**config.mk**
```make
export PLATFORM = sky130hd
export DESIGN_NAME = tlik_divider
export DESIGN_NICKNAME = d
export VERILOG_FILES = /design/src/hw/rtl/tlik_pkg.sv /design/src/hw/rtl/tlik_divider.sv
export SDC_FILE = /design/constraint.sdc
export NUM_CORES = 1
export LEC_CHECK = 0
export BUFFER_PORTS_ARGS = -buffer_cell sky130_fd_sc_hd__buf_2
export CAP_MARGIN = 20
export CORE_MARGIN = 3
export CORE_UTILIZATION = 59
export CTS_BUF_LIST = sky130_fd_sc_hd__clkbuf_8
export CTS_CLUSTER_DIAMETER = 150
export DETAILED_ROUTE_END_ITERATION = 10
export HOLD_SLACK_MARGIN = 0.03
export PLACE_DENSITY = 0.83
export RECOVER_POWER = 100
export SETUP_SLACK_MARGIN = 0.4
export SYNTH_ARGS = -nofsm -noshare
export SYNTH_HDL_FRONTEND = slang
export SYNTH_SLANG_ARGS = --single-unit
```
**constraint.sdc**
```tcl
create_clock -name clock -period 6.01 [get_ports clock]
set_input_delay 0.9015 -clock clock [delete_from_list [all_inputs] [get_ports clock]]
set_output_delay 0.9015 -clock clock [all_outputs]
set_load 0.02 [all_outputs]
```
**src/hw/rtl/tlik_pkg.sv**
```systemverilog
// Shared types, constants and constant tables for the two-link arm IK block.
// Holds the Q60 arctangent table, the rounded pi constants and the angle conversion.
// No dependencies.
package tlik_pkg;

   localparam int ANGLE_FRAC_BITS   = 20;
   localparam int CORDIC_ITERATIONS = 24;
   localparam int ATAN_DEPTH        = 32;
   localparam int ITER_W            = $clog2(ATAN_DEPTH);
   localparam int OPND_W            = 48;
   localparam int ANG_W             = 36;
   localparam int D_FRAC            = 30;
   localparam int DEN_W             = 33;
   localparam int SQ_W              = 2 * D_FRAC + 1;

   localparam logic REG_FIRST_LINK  = 1'b0;
   localparam logic REG_SECOND_LINK = 1'b1;

   localparam logic [63:0] Q60_ONE = 64'd1 << 60;

   typedef logic signed [63:0] q60_type;
   typedef logic [63:0] atan_tab_type [ATAN_DEPTH];

   typedef struct packed {
      logic busy;
      logic done;
   } unit_stat_type;

   // atan(2^-sh) in Q60 from its power series.
   function automatic logic [63:0] atan_pow2(input int sh);
      logic [63:0] t;
      logic [63:0] s;
      int          k;
      t = Q60_ONE >> sh;
      s = 64'd0;
      k = 0;
      while (t != 64'd0) begin
         if (k[0] == 1'b0) begin
            s = s + t / 64'(2 * k + 1);
         end else begin
            s = s - t / 64'(2 * k + 1);
         end
         t = t >> (2 * sh);
         k = k + 1;
      end
      return s;
   endfunction

   // pi/4 in Q60 by the Machin formula.
   function automatic logic [63:0] atan_first();
      logic [63:0] t;
      logic [63:0] s5;
      logic [63:0] s239;
      int          k;
      t  = Q60_ONE / 5;
      s5 = 64'd0;
      k  = 0;
      while (t != 64'd0) begin
         if (k[0] == 1'b0) begin
            s5 = s5 + t / 64'(2 * k + 1);
         end else begin
            s5 = s5 - t / 64'(2 * k + 1);
         end
         t = t / 25;
         k = k + 1;
      end
      t    = Q60_ONE / 239;
      s239 = 64'd0;
      k    = 0;
      while (t != 64'd0) begin
         if (k[0] == 1'b0) begin
            s239 = s239 + t / 64'(2 * k + 1);
         end else begin
            s239 = s239 - t / 64'(2 * k + 1);
         end
         t = t / 57121;
         k = k + 1;
      end
      return (s5 << 2) - s239;
   endfunction

   function automatic atan_tab_type build_atan();
      atan_tab_type tab;
      tab[0] = atan_first();
      for (int i = 1; i < ATAN_DEPTH; i++) begin
         tab[i] = atan_pow2(i);
      end
      return tab;
   endfunction

   localparam atan_tab_type ATAN_TAB = build_atan();

   localparam q60_type HALF_PI_Q60 = q60_type'(ATAN_TAB[0] << 1);
   localparam q60_type PI_Q60      = q60_type'(ATAN_TAB[0] << 2);
   localparam q60_type TWO_PI_Q60  = q60_type'(ATAN_TAB[0] << 3);

   // Q60 radians to the output angle format, rounded half up.
   function automatic logic signed [ANG_W-1:0] to_angle(input q60_type v);
      q60_type r;
      r = v + (64'sd1 <<< (59 - ANGLE_FRAC_BITS));
      r = r >>> (60 - ANGLE_FRAC_BITS);
      return r[ANG_W-1:0];
   endfunction

   localparam logic signed [ANG_W-1:0] PI_ANGLE     = to_angle(PI_Q60);
   localparam logic signed [ANG_W-1:0] TWO_PI_ANGLE = to_angle(TWO_PI_Q60);

endpackage

```
**src/hw/rtl/tlik_divider.sv**
```systemverilog
// Restoring divider that forms the elbow cosine fraction, one quotient bit per cycle.
// Depends on tlik_pkg.
module tlik_divider
   import tlik_pkg::*;
(
   input  logic               clock,
   input  logic               reset,
   input  logic               start,
   input  logic [DEN_W-1:0]   dividend,
   input  logic [DEN_W-1:0]   divisor,
   output unit_stat_type      stat,
   output logic [D_FRAC-1:0]  quotient
);

   localparam int CNT_W = $clog2(D_FRAC);

   logic               busy_ff;
   logic               done_ff;
   logic [CNT_W-1:0]   cnt_ff;
   logic [DEN_W:0]     rem_ff;
   logic [DEN_W-1:0]   den_ff;
   logic [D_FRAC-1:0]  quo_ff;
   logic [DEN_W:0]     rem_dbl;

   assign rem_dbl = {rem_ff[DEN_W-1:0], 1'b0};

   always_ff @(posedge clock) begin
      if (reset) begin
         busy_ff <= 1'b0;
         done_ff <= 1'b0;
      end else begin
         done_ff <= 1'b0;
         if (start) begin
            busy_ff <= 1'b1;
            cnt_ff  <= '0;
            rem_ff  <= {1'b0, dividend};
            den_ff  <= divisor;
            quo_ff  <= '0;
         end else if (busy_ff) begin
            if (rem_dbl >= {1'b0, den_ff}) begin
               rem_ff <= rem_dbl - {1'b0, den_ff};
               quo_ff <= {quo_ff[D_FRAC-2:0], 1'b1};
            end else begin
               rem_ff <= rem_dbl;
               quo_ff <= {quo_ff[D_FRAC-2:0], 1'b0};
            end
            cnt_ff <= cnt_ff + 1'b1;
            if (cnt_ff == CNT_W'(D_FRAC - 1)) begin
               busy_ff <= 1'b0;
               done_ff <= 1'b1;
            end
         end
      end
   end

   assign stat.busy = busy_ff;
   assign stat.done = done_ff;
   assign quotient  = quo_ff;

endmodule

```
==> impl_results.md <==
* Worst Skew at approximately 0.014 ns
* Core Rows at 36
* Setup-failing EPs final at 0
* # diodes at 0
* Final cycle utilization of the critical path at 0.717
* Clk Latency, worst-skew pair at 0.39 ns
* Cell area power density at 274 mW/mm²
* CTS buffer count at 9
* Post-synthesis sequential area ratio at 0.503
* Critical Path RT at approximately 6.0 ns
* Crit path launch type: input pin
* Most used cell, CP: clkbuf_1
* Worst Setup End Kind: register
* I/O Buffers at 100
* Maximum vdd drop at ~0.21 mV
* Pre-antenna DRT Iters at 5
* EDFF count, synth at between 100 and 150
* Die X at 108 µm
* Largest net degree at the start of global routing at 50
* Final wirelength at 14100 µm
* Synth warnings at 0
* Vias at approximately 4800
* Iteration-0 DRC count of the detailed router at 231
* CP cell instances: clkbuf_1 > clkinv_1 > clkbuf_1 > nor2_2
* Crit-path leading delay family: simple AND/OR/NAND/NOR gates
* H-tree levels at 3
* Yosys cell types at 68
* DRC errors left at 0
* Die area at 0.0116 mm²
* Layout cells sized above 1 at 0.135
* Initial core utilization at 0.617
* RSZ-0062 raised after global routing: no
* Slowest cell on crit path: nor2_2
* Largest area contributor in the netlist: edfxtp_1
* Final ANT Viol Nets at 0
* Initial antenna violation count at 0
* DIE HEIGHT at between 100 and 150 µm
* Worst-path clk slew at 0.09 ns
* Most common cell after layout, fill and taps aside: edfxtp_1
* Total gr overflow at 0
* Setup CP Type: input pin to register
* Placeable Area at ~0.01 mm²
* Crit-path max cell delay at about 1.7 ns
* Post-Syn Area per Cell at between 10 and 15 µm²
* Max-cap viol count at 4
* Yosys top cell area share at 0.496
* Gate Count Post-Synth at approximately 580
* Clk buf depth at 2
* First-pass GRT wire length at 22700 µm
* Fin. max-slew vios at 166
* DP HPWL at 9980 µm
* Largest cells by area after synthesis: edfxtp_1 (50%), ha_1 (7.2%), nand2_1 (3.7%)
* Setup bufs post-CTS at 0
* Fin. Hold Viols at 0
* Placed cell count at a little under 800
* CP Max Fanout at 46
* Flops & latches, synth at 103
* Status: finished, violations left
* Cts hold-fix bufs at 0
* Worst Path Arrival at 4.29 ns
* Max-slew headroom at -0.518
* Netlist Area Pre-Place at between 0.006 and 0.007 mm²
* Hold Path Class: register to register
* Root Buffer: clkbuf_8
* Fmax at approximately 230 MHz
* Routed wire per std cell at between 15 and 20 µm
* Most frequent cells in the layout: edfxtp_1 (101), buf_2 (67), nand2_1 (61), inv_1 (47)
* Gpl congestion at between 0.9 and 1
* Ports at around 100
* P&R area growth vs syn at 11.3%
* Failing checks: capacitance limit, slew limit
* Clock sinks at 103
* CTS tree: done
* Via/cell ratio at roughly 5.9
* Syn_nets at between 600 and 700
* Fin nets at about 780
* Total GRT Usage at 0.252
* Gates resized, CTS repair at 0
* Main flop type after synthesis: edfxtp_1
* Setup TNS at 0 ns
* Post-layout minimum cycle time at roughly 4.3 ns
* Final Non-Filler Cells at between 800 and 900
* Ys async rst share at 0
* Leakage power at between 2 and 3 nW
* Worst-Margin Slew at 2.28 ns
* Vias in the first global route at roughly 4600
* Worst Path Buf+Inv at 3
==> cells in the mapped netlist, drive strengths merged, types with 4 or more instances <==
| library cell | number |
|---|---|
| xnor2 | 20 |
| a221o | 6 |
| inv | 43 |
| and2 | 7 |
| edfxtp | 101 |
| nor2b | 31 |
| nand3 | 12 |
| nand4 | 4 |
| o21ai | 22 |
| xor2 | 7 |
| ha | 35 |
| o2bb2ai | 4 |
| and4 | 4 |
| a21oi | 42 |
| o211ai | 9 |
| a31oi | 16 |
| clkbuf | 17 |
| a2bb2oi | 5 |
| nand2 | 61 |
| buf | 11 |
| and3 | 8 |
| nor4 | 4 |
| a21o | 12 |
| nor3 | 9 |
| nor2 | 43 |
| nand2b | 8 |
==> path summary, 6_finish.rpt <==
path | from | end | slack (ns) | cells after the start
hold / removal | busy_ff | done_ff | 0.51 | 1
setup / recovery | start | den_ff[9] | 1.70 | 4
hold reg to reg | busy_ff | done_ff | 0.51 | 1
setup reg to reg | rem_ff[6] | rem_ff[29] | 2.44 | 9
==> sequential cells by signal, indices dropped and copies added, names as in the netlist <==
register	count
den_ff	33
rem_ff	33
quotient	30
cnt_ff	5
busy_ff	1
done_ff	1
==> logic make-up (layout without fill, tap and decap cells) <==
logic type,Yosys count,count (layout),synth area share
AOI/OAI and AO/OA,144,144,0.162
xor gates and xnor gates,27,27,0.0387
adders and majority gates,36,36,0.0749
buffers and inverters,72,164,0.0504
DFF,103,103,0.503
muxes,2,2,0.00348
and+or+nand+nor,199,199,0.168
==> per-stage QoR <==
step                      hold WS, ns  instance area, µm²  setup slack [ns]   util  total power, mW
after floorplan                 0.475                6110              1.18      -             1.29
after global placement          0.488                6670              2.80  0.673             1.40
after detailed placement        0.501                6670              2.58  0.673             1.41
after CTS                       0.511                6880              2.56  0.694             1.88
after global routing            0.545                6800              1.30  0.687             1.97
final                           0.514                6800              1.70  0.687             1.87
==> cell type report <==
class	count	area, µm²
fillers	816	3110
flip-flops and latches	103	3070
multi-input cells	408	2720
repair buffers	104	474
well taps	133	166
inverters	44	165
clock buffers	9	124
clock inverters	7	83.8
==> metal layers <==
layer  routed length [µm]  share of wire  global-route usage
met2                 6700           0.47               0.399
met3                  967          0.068              0.0786
met5                    0              0                   0
met4                  250          0.018              0.0794
met1                 6200           0.44               0.333
==> worst reg2reg max path, cell delays in order (launching register included) <==
cell      delay, ns
edfxtp_1       0.40
ha_1           0.39
a21oi_1        0.39
nand2_1        0.09
o211ai_1       0.30
a21oi_1        0.14
o211ai_1       0.34
and2_4         0.50
nor2_1         0.28
a221o_1        0.51
==> where the power goes <==
part	switching, mW	internal (mW)
Clock	0.238	0.230
Sequential	0.0264	0.861
Combinational	0.310	0.202
Total	0.574	1.29
No activity file was read; power rests on OpenSTA's default activity.
