<file path="src/hw/rtl/tlik_pkg.sv">
// Shared types, constants and constant tables for the two-link arm IK block.
// Holds the Q60 arctangent table, the rounded pi constants and the angle conversion.
// No dependencies.
package tlik_pkg;

   localparam int ANGLE_FRAC_BITS   = 20;
   localparam int CORDIC_ITERATIONS = 24;
   localparam int ATAN_DEPTH        = 32;
   localparam int ITER_W            = $clog2(ATAN_DEPTH);
   localparam int OPND_W            = 48;
   localparam int ANG_W             = 36;
   localparam int D_FRAC            = 30;
   localparam int DEN_W             = 33;
   localparam int SQ_W              = 2 * D_FRAC + 1;

   localparam logic REG_FIRST_LINK  = 1'b0;
   localparam logic REG_SECOND_LINK = 1'b1;

   localparam logic [63:0] Q60_ONE = 64'd1 << 60;

   typedef logic signed [63:0] q60_type;
   typedef logic [63:0] atan_tab_type [ATAN_DEPTH];

   typedef struct packed {
      logic busy;
      logic done;
   } unit_stat_type;

   // atan(2^-sh) in Q60 from its power series.
   function automatic logic [63:0] atan_pow2(input int sh);
      logic [63:0] t;
      logic [63:0] s;
      int          k;
      t = Q60_ONE >> sh;
      s = 64'd0;
      k = 0;
      while (t != 64'd0) begin
         if (k[0] == 1'b0) begin
            s = s + t / 64'(2 * k + 1);
         end else begin
            s = s - t / 64'(2 * k + 1);
         end
         t = t >> (2 * sh);
         k = k + 1;
      end
      return s;
   endfunction

   // pi/4 in Q60 by the Machin formula.
   function automatic logic [63:0] atan_first();
      logic [63:0] t;
      logic [63:0] s5;
      logic [63:0] s239;
      int          k;
      t  = Q60_ONE / 5;
      s5 = 64'd0;
      k  = 0;
      while (t != 64'd0) begin
         if (k[0] == 1'b0) begin
            s5 = s5 + t / 64'(2 * k + 1);
         end else begin
            s5 = s5 - t / 64'(2 * k + 1);
         end
         t = t / 25;
         k = k + 1;
      end
      t    = Q60_ONE / 239;
      s239 = 64'd0;
      k    = 0;
      while (t != 64'd0) begin
         if (k[0] == 1'b0) begin
            s239 = s239 + t / 64'(2 * k + 1);
         end else begin
            s239 = s239 - t / 64'(2 * k + 1);
         end
         t = t / 57121;
         k = k + 1;
      end
      return (s5 << 2) - s239;
   endfunction

   function automatic atan_tab_type build_atan();
      atan_tab_type tab;
      tab[0] = atan_first();
      for (int i = 1; i < ATAN_DEPTH; i++) begin
         tab[i] = atan_pow2(i);
      end
      return tab;
   endfunction

   localparam atan_tab_type ATAN_TAB = build_atan();

   localparam q60_type HALF_PI_Q60 = q60_type'(ATAN_TAB[0] << 1);
   localparam q60_type PI_Q60      = q60_type'(ATAN_TAB[0] << 2);
   localparam q60_type TWO_PI_Q60  = q60_type'(ATAN_TAB[0] << 3);

   // Q60 radians to the output angle format, rounded half up.
   function automatic logic signed [ANG_W-1:0] to_angle(input q60_type v);
      q60_type r;
      r = v + (64'sd1 <<< (59 - ANGLE_FRAC_BITS));
      r = r >>> (60 - ANGLE_FRAC_BITS);
      return r[ANG_W-1:0];
   endfunction

   localparam logic signed [ANG_W-1:0] PI_ANGLE     = to_angle(PI_Q60);
   localparam logic signed [ANG_W-1:0] TWO_PI_ANGLE = to_angle(TWO_PI_Q60);

endpackage

</file>
<file path="src/hw/rtl/tlik_sqrt.sv">
// Digit-by-digit integer square root (floor), one result bit per cycle.
// Depends on tlik_pkg.
module tlik_sqrt
   import tlik_pkg::*;
(
   input  logic             clock,
   input  logic             reset,
   input  logic             start,
   input  logic [SQ_W-1:0]  radicand,
   output unit_stat_type    stat,
   output logic [D_FRAC:0]  root
);

   logic             busy_ff;
   logic             done_ff;
   logic [SQ_W-1:0]  val_ff;
   logic [SQ_W:0]    res_ff;
   logic [SQ_W-1:0]  bit_ff;
   logic [SQ_W:0]    trial;

   assign trial = res_ff + {1'b0, bit_ff};

   always_ff @(posedge clock) begin
      if (reset) begin
         busy_ff <= 1'b0;
         done_ff <= 1'b0;
      end else begin
         done_ff <= 1'b0;
         if (start) begin
            busy_ff <= 1'b1;
            val_ff  <= radicand;
            res_ff  <= '0;
            bit_ff  <= SQ_W'(1) << (SQ_W - 1);
         end else if (busy_ff) begin
            if ({1'b0, val_ff} >= trial) begin
               val_ff <= val_ff - trial[SQ_W-1:0];
               res_ff <= (res_ff >> 1) + {1'b0, bit_ff};
            end else begin
               res_ff <= res_ff >> 1;
            end
            bit_ff <= bit_ff >> 2;
            // The last step is the one with the lowest bit set.
            if (bit_ff[0]) begin
               busy_ff <= 1'b0;
               done_ff <= 1'b1;
            end
         end
      end
   end

   assign stat.busy = busy_ff;
   assign stat.done = done_ff;
   assign root      = res_ff[D_FRAC:0];

endmodule

</file>
<file path="config.mk">
export PLATFORM = sky130hd
export DESIGN_NAME = tlik_sqrt
export DESIGN_NICKNAME = d
export VERILOG_FILES = /design/src/hw/rtl/tlik_pkg.sv /design/src/hw/rtl/tlik_sqrt.sv
export SDC_FILE = /design/constraint.sdc
export NUM_CORES = 1
export LEC_CHECK = 0
export BUFFER_PORTS_ARGS = -buffer_cell sky130_fd_sc_hd__buf_2
export CAP_MARGIN = 15
export CORE_ASPECT_RATIO = 0.5
export CORE_MARGIN = 1.5
export CORE_UTILIZATION = 50
export DETAILED_ROUTE_END_ITERATION = 12
export GPL_TIMING_DRIVEN = 0
export PLACE_DENSITY_LB_ADDON = 0.15
export SLEW_MARGIN = 10
export SYNTH_ARGS = -nofsm -noshare
export SYNTH_HDL_FRONTEND = slang
export SYNTH_SLANG_ARGS = --single-unit
</file>
<file path="constraint.sdc">
create_clock -name clock -period 14.75 [get_ports clock]
set_input_delay 0.7375 -clock clock [delete_from_list [all_inputs] [get_ports clock]]
set_output_delay 0.7375 -clock clock [all_outputs]
set_load 0.005 [all_outputs]
</file>
==> metrics.csv <==
stage,metric,value,unit
die,starting_density,0.514,
clocking,cts_buffer_depth,2,
timing,report.final.hold_viol_count,0,
power_and_ir_drop,p_sw,786,µW
power_and_ir_drop,design_power_total,1.95,mW
logic_synthesis,synth.yosys.seq_area_share,0.311,
worst_setup_path,cpMaxStageDelayCell,a21boi_4,
power_and_ir_drop,power_switching_share,0.403,
logic_synthesis,yosysWarnings,0,
timing,worst_pin_slew,1.08,ns
worst_setup_path,crit_type,flip-flop to flip-flop,
place,total_placed_cells_including_tap_cells,2225,
logic_synthesis,fraction_of_registers_with_async_set_reset,0,
clocking,cts.repair_timing.setup_buffer_count,0,
power_and_ir_drop,power.ir.vdd_worst,90.2,µV
global_routing,grt_pass1_vias,12724,
min_path,type_of_the_most_critical_hold_path,input port to flip-flop,
routing,antenna_left,0,
clocking,ctsHoldBuffers,0,
power_and_ir_drop,seqPwrFrac,0.306,
worst_setup_path,timing.critical_path.max_delay_family,compound AO/OA/AOI/OAI gates,
global_routing,first_pass_grt_wire_length,69500,µm
clocking,cts_htree_levels,4,
routing,drt-initial-drc-count,1277,
power_and_ir_drop,internal_power,1.17,mW
routing,vias_per_cell,6.05,
routing,drc,0,
run,timing.max_cap.violations,0,
layout,final_layout_size_suffix_gt1_frac,0.122,
routing,met2_length,19300,µm
min_path,whs_endpoint,busy_ff,
power_and_ir_drop,leakagePower,6.59,nW
timing,finClkSkew,0.0102,ns
timing,setup-tns-final,0,ns
worst_setup_path,r2r_cells,24,
global_routing,grt_antenna_before_repair,1,
routing,firstDrtPassIters,6,
timing,max-slew-margin-rel,0.279,
power_and_ir_drop,powerDensity,117,nW/µm²
clocking,cts_resized,0,
logic_synthesis,synth.avg_cell_area,8.66,µm²
worst_setup_path,worstPathCellList,ha_1 > a31oi_2 > o21a_1 > o21ai_0 > o21ai_0 > o21ai_0 > a31oi_1 > o31ai_1 > nand2_1 > o31ai_1 > xnor2_1 > ha_1 > clkbuf_1 > and3_1 > nand3_1 > a211oi_2 > o21ai_1 > a221oi_4 > a41oi_4 > buf_6 > buf_6 > a21boi_4 > buf_16 > buf_12,
outcome,outcome,completed,
worst_setup_path,worstReg2RegEnd,val_ff[17],
clocking,clk_transition_reported_paths,0.07,ns
logic_synthesis,top_cells_by_area_synth,"edfxtp_1, ha_1, o21ai_0, xnor2_1, nand2_1",
global_routing,largest_net_degree_at_the_start_of_global_routing,32,
timing,share_of_the_cycle_needed_by_the_critical_path_after_routing,0.523,
worst_setup_path,path_max_fanout,26,
die,die-area,31100,µm²
power_and_ir_drop,p_comb_frac,0.456,
die,die-width,248,µm
layout,post-route-util,0.571,
die,dieHeight,126,µm
clocking,clock_latency_on_the_worst_skew_pair,0.46,ns
layout,layout.nets,2043,
logic_synthesis,synth_enable_flop_cells,154,
routing,routedLengthMet1,21200,µm
min_path,worstHoldStart,reset,
place,placement.io_buffers,96,
routing,detailroute.wirelength.met3,2970,µm
clocking,numCtsBuffers,17,
worst_setup_path,reg2reg_setup_slack,7.04,ns
routing,detail_route.wl_per_cell,19.6,µm
worst_setup_path,worst_path_most_repeated_cell,o21ai_0,
die,design.core.area,29200,µm²
global_routing,gr-total-overflow,0,
clocking,cts_root_buf,clkbuf_16,
logic_synthesis,synth_nets,1923,
power_and_ir_drop,power.share.clock,0.238,
die,fp-row-count,44,
routing,top_layer_used,met4,
logic_synthesis,postSynthRegisterBits,156,
timing,final-max-slew-violation-count,0,
logic_synthesis,synthFlopType,edfxtp_1,
logic_synthesis,synth_area_leader_cell,edfxtp_1,
layout,post_layout_nonfiller_instances,2257,
layout,flow.area_growth_from_synthesis,11.3,%
worst_setup_path,worstSetupEndpointType,flip-flop,
timing,report.final.setup_viol,0,
worst_setup_path,critPathBufInv,5,
place,dpl.hpwl,34200,µm
routing,total_wirelength,44200,µm
global_routing,global_route.usage.total,0.287,
routing,vias_post_dr,13666,
timing,max_freq,0.130,GHz
timing,setup_repair_after_global_routing_missed_its_margin,false,
worst_setup_path,rr_startpoint,res_ff[2],
min_path,worst_hold_path.num_cells,2,
clocking,cts_num_sinks,156,
worst_setup_path,timing.critical_path.arrival,7.87,ns
logic_synthesis,netlist-cell-type-count,83,
clocking,tritoncts_clock_tree,done,
timing,period_needed,7.71,ns
worst_setup_path,worst_stage_delay_on_the_critical_path,0.68,ns
logic_synthesis,synthesis.instances,1733,
logic_synthesis,synth_area,15000,µm²
logic_synthesis,post-synth-top-area-fraction,0.308,
die,num_io_pins,97,
worst_setup_path,critPathRequiredTime,14.91,ns
place,gp_congestion,0.941,
worst_setup_path,worst_setup_path_start_kind,flip-flop,
synthesized netlist by cell type (4+ instances only):
| master | n |
|---|---|
| a21boi_0 | 8 |
| and2_1 | 10 |
| a211oi_1 | 10 |
| nand2b_1 | 17 |
| o211ai_1 | 11 |
| or2_2 | 9 |
| a21oi_1 | 136 |
| inv_1 | 37 |
| nor2_1 | 123 |
| o21ai_1 | 8 |
| nor3_1 | 26 |
| buf_6 | 4 |
| clkbuf_1 | 45 |
| xor2_1 | 56 |
| edfxtp_1 | 154 |
| and3_1 | 19 |
| nor4_1 | 5 |
| o31a_1 | 4 |
| nor3b_1 | 5 |
| o21bai_1 | 28 |
| o221ai_1 | 4 |
| a2111oi_0 | 4 |
| ha_1 | 125 |
| xnor2_1 | 81 |
| a31o_2 | 18 |
| mux2i_1 | 31 |
| mux2_1 | 6 |
| nand3_1 | 34 |
| or3_1 | 29 |
| nor2b_1 | 54 |
| o31ai_1 | 15 |
| and4_1 | 9 |
| buf_4 | 33 |
| a31oi_1 | 68 |
| nand4_1 | 36 |
| o21a_1 | 14 |
| nand2_1 | 188 |
| buf_2 | 6 |
| a21o_1 | 47 |
| a211o_1 | 5 |
| o21ai_0 | 146 |
power by group through the flow:
stage	sequential, mW	combinational, mW	clock, mW
after global routing	0.602	0.980	0.485
after CTS	0.597	0.877	0.465
after detailed placement	0.606	0.868	0
after floorplan	0.593	0.660	0
final	0.597	0.890	0.465
after global placement	0.614	0.857	0
layer usage:
metal / vias to the layer above / GRT usage
met5: - / 0
met4: 0 / 0.0717
met3: 55 / 0.0627
met2: 403 / 0.433
met1: 6484 / 0.416
li1: 6724 / -
cell usage in the layout (no fill, tap or decap), types with 19 or more instances in the layout:
cell,netlist,routed
nand2_1,188,188
edfxtp_1,154,154
o21ai_0,146,146
a21oi_1,136,136
ha_1,125,125
nor2_1,123,122
buf_2,6,102
xnor2_1,81,81
a31oi_1,68,68
xor2_1,56,56
nor2b_1,54,54
a21o_1,47,47
clkbuf_1,45,45
inv_1,37,37
nand4_1,36,36
nand3_1,34,34
buf_4,33,33
mux2i_1,31,31
or3_1,29,29
o21bai_1,28,28
nor3_1,26,26
and3_1,19,19
final cells by class:
| cell class | count | area [µm²] |
|---|---|---|
| diodes | 1 | 2.50 |
| plain buffers | 91 | 547 |
| clock buffers | 17 | 425 |
| clock inverters | 14 | 163 |
| fillers | 2737 | 12500 |
| inverters | 38 | 143 |
| multi-input cells | 1448 | 9680 |
| flip-flops and latches | 156 | 4660 |
| well taps | 391 | 489 |
| repair buffers | 101 | 596 |
worst max-delay path by stage:
stage | startpoint | cells past startpoint | slack [ns] | to
2_1_floorplan | start | 5 | 4.26 | val_ff[0]
3_3_place_gp | start | 6 | -1.34 | val_ff[11]
3_5_place_dp | res_ff[6] | 24 | 7.16 | val_ff[11]
4_1_cts | res_ff[2] | 24 | 7.13 | val_ff[20]
5_1_grt | res_ff[2] | 24 | 6.58 | val_ff[20]
6_report | res_ff[2] | 24 | 7.04 | val_ff[17]
metrics by stage:
stage / worst slack (ns) / hold slack, ns / area [µm²]
final: 7.04 / 0.507 / 16700
after global routing: 6.58 / 0.502 / 16700
after CTS: 7.13 / 0.498 / 16700
after detailed placement: 7.16 / 0.503 / 16100
after global placement: -1.34 / 0.502 / 16000
after floorplan: 4.26 / 0.486 / 15000
logic make-up after synthesis:
kind of cell    Yosys count  synth area share
flops                   156             0.311
simple gates            580             0.191
xor+xnor                137            0.0799
mux                      39            0.0267
fa+ha+maj               126             0.106
buf+inv                 129            0.0459
compound gates          566             0.241
sequential cells by signal (all words and copies together) (netlist names):
name	flops
bit_ff	31
res_ff	62
busy_ff	1
done_ff	1
val_ff	61
worst register-to-register path, stage by stage, from the launching register on:
cell	delay (ns)
edfxtp_1	0.49
ha_1	0.42
a31oi_2	0.15
o21a_1	0.24
o21ai_0	0.36
o21ai_0	0.22
o21ai_0	0.36
a31oi_1	0.23
o31ai_1	0.39
nand2_1	0.16
o31ai_1	0.29
xnor2_1	0.11
ha_1	0.28
clkbuf_1	0.33
and3_1	0.27
nand3_1	0.18
a211oi_2	0.37
o21ai_1	0.21
a221oi_4	0.45
a41oi_4	0.31
buf_6	0.27
buf_6	0.17
a21boi_4	0.69
buf_16	0.25
buf_12	0.22
Note: power is estimated with default switching activity, not from simulation.
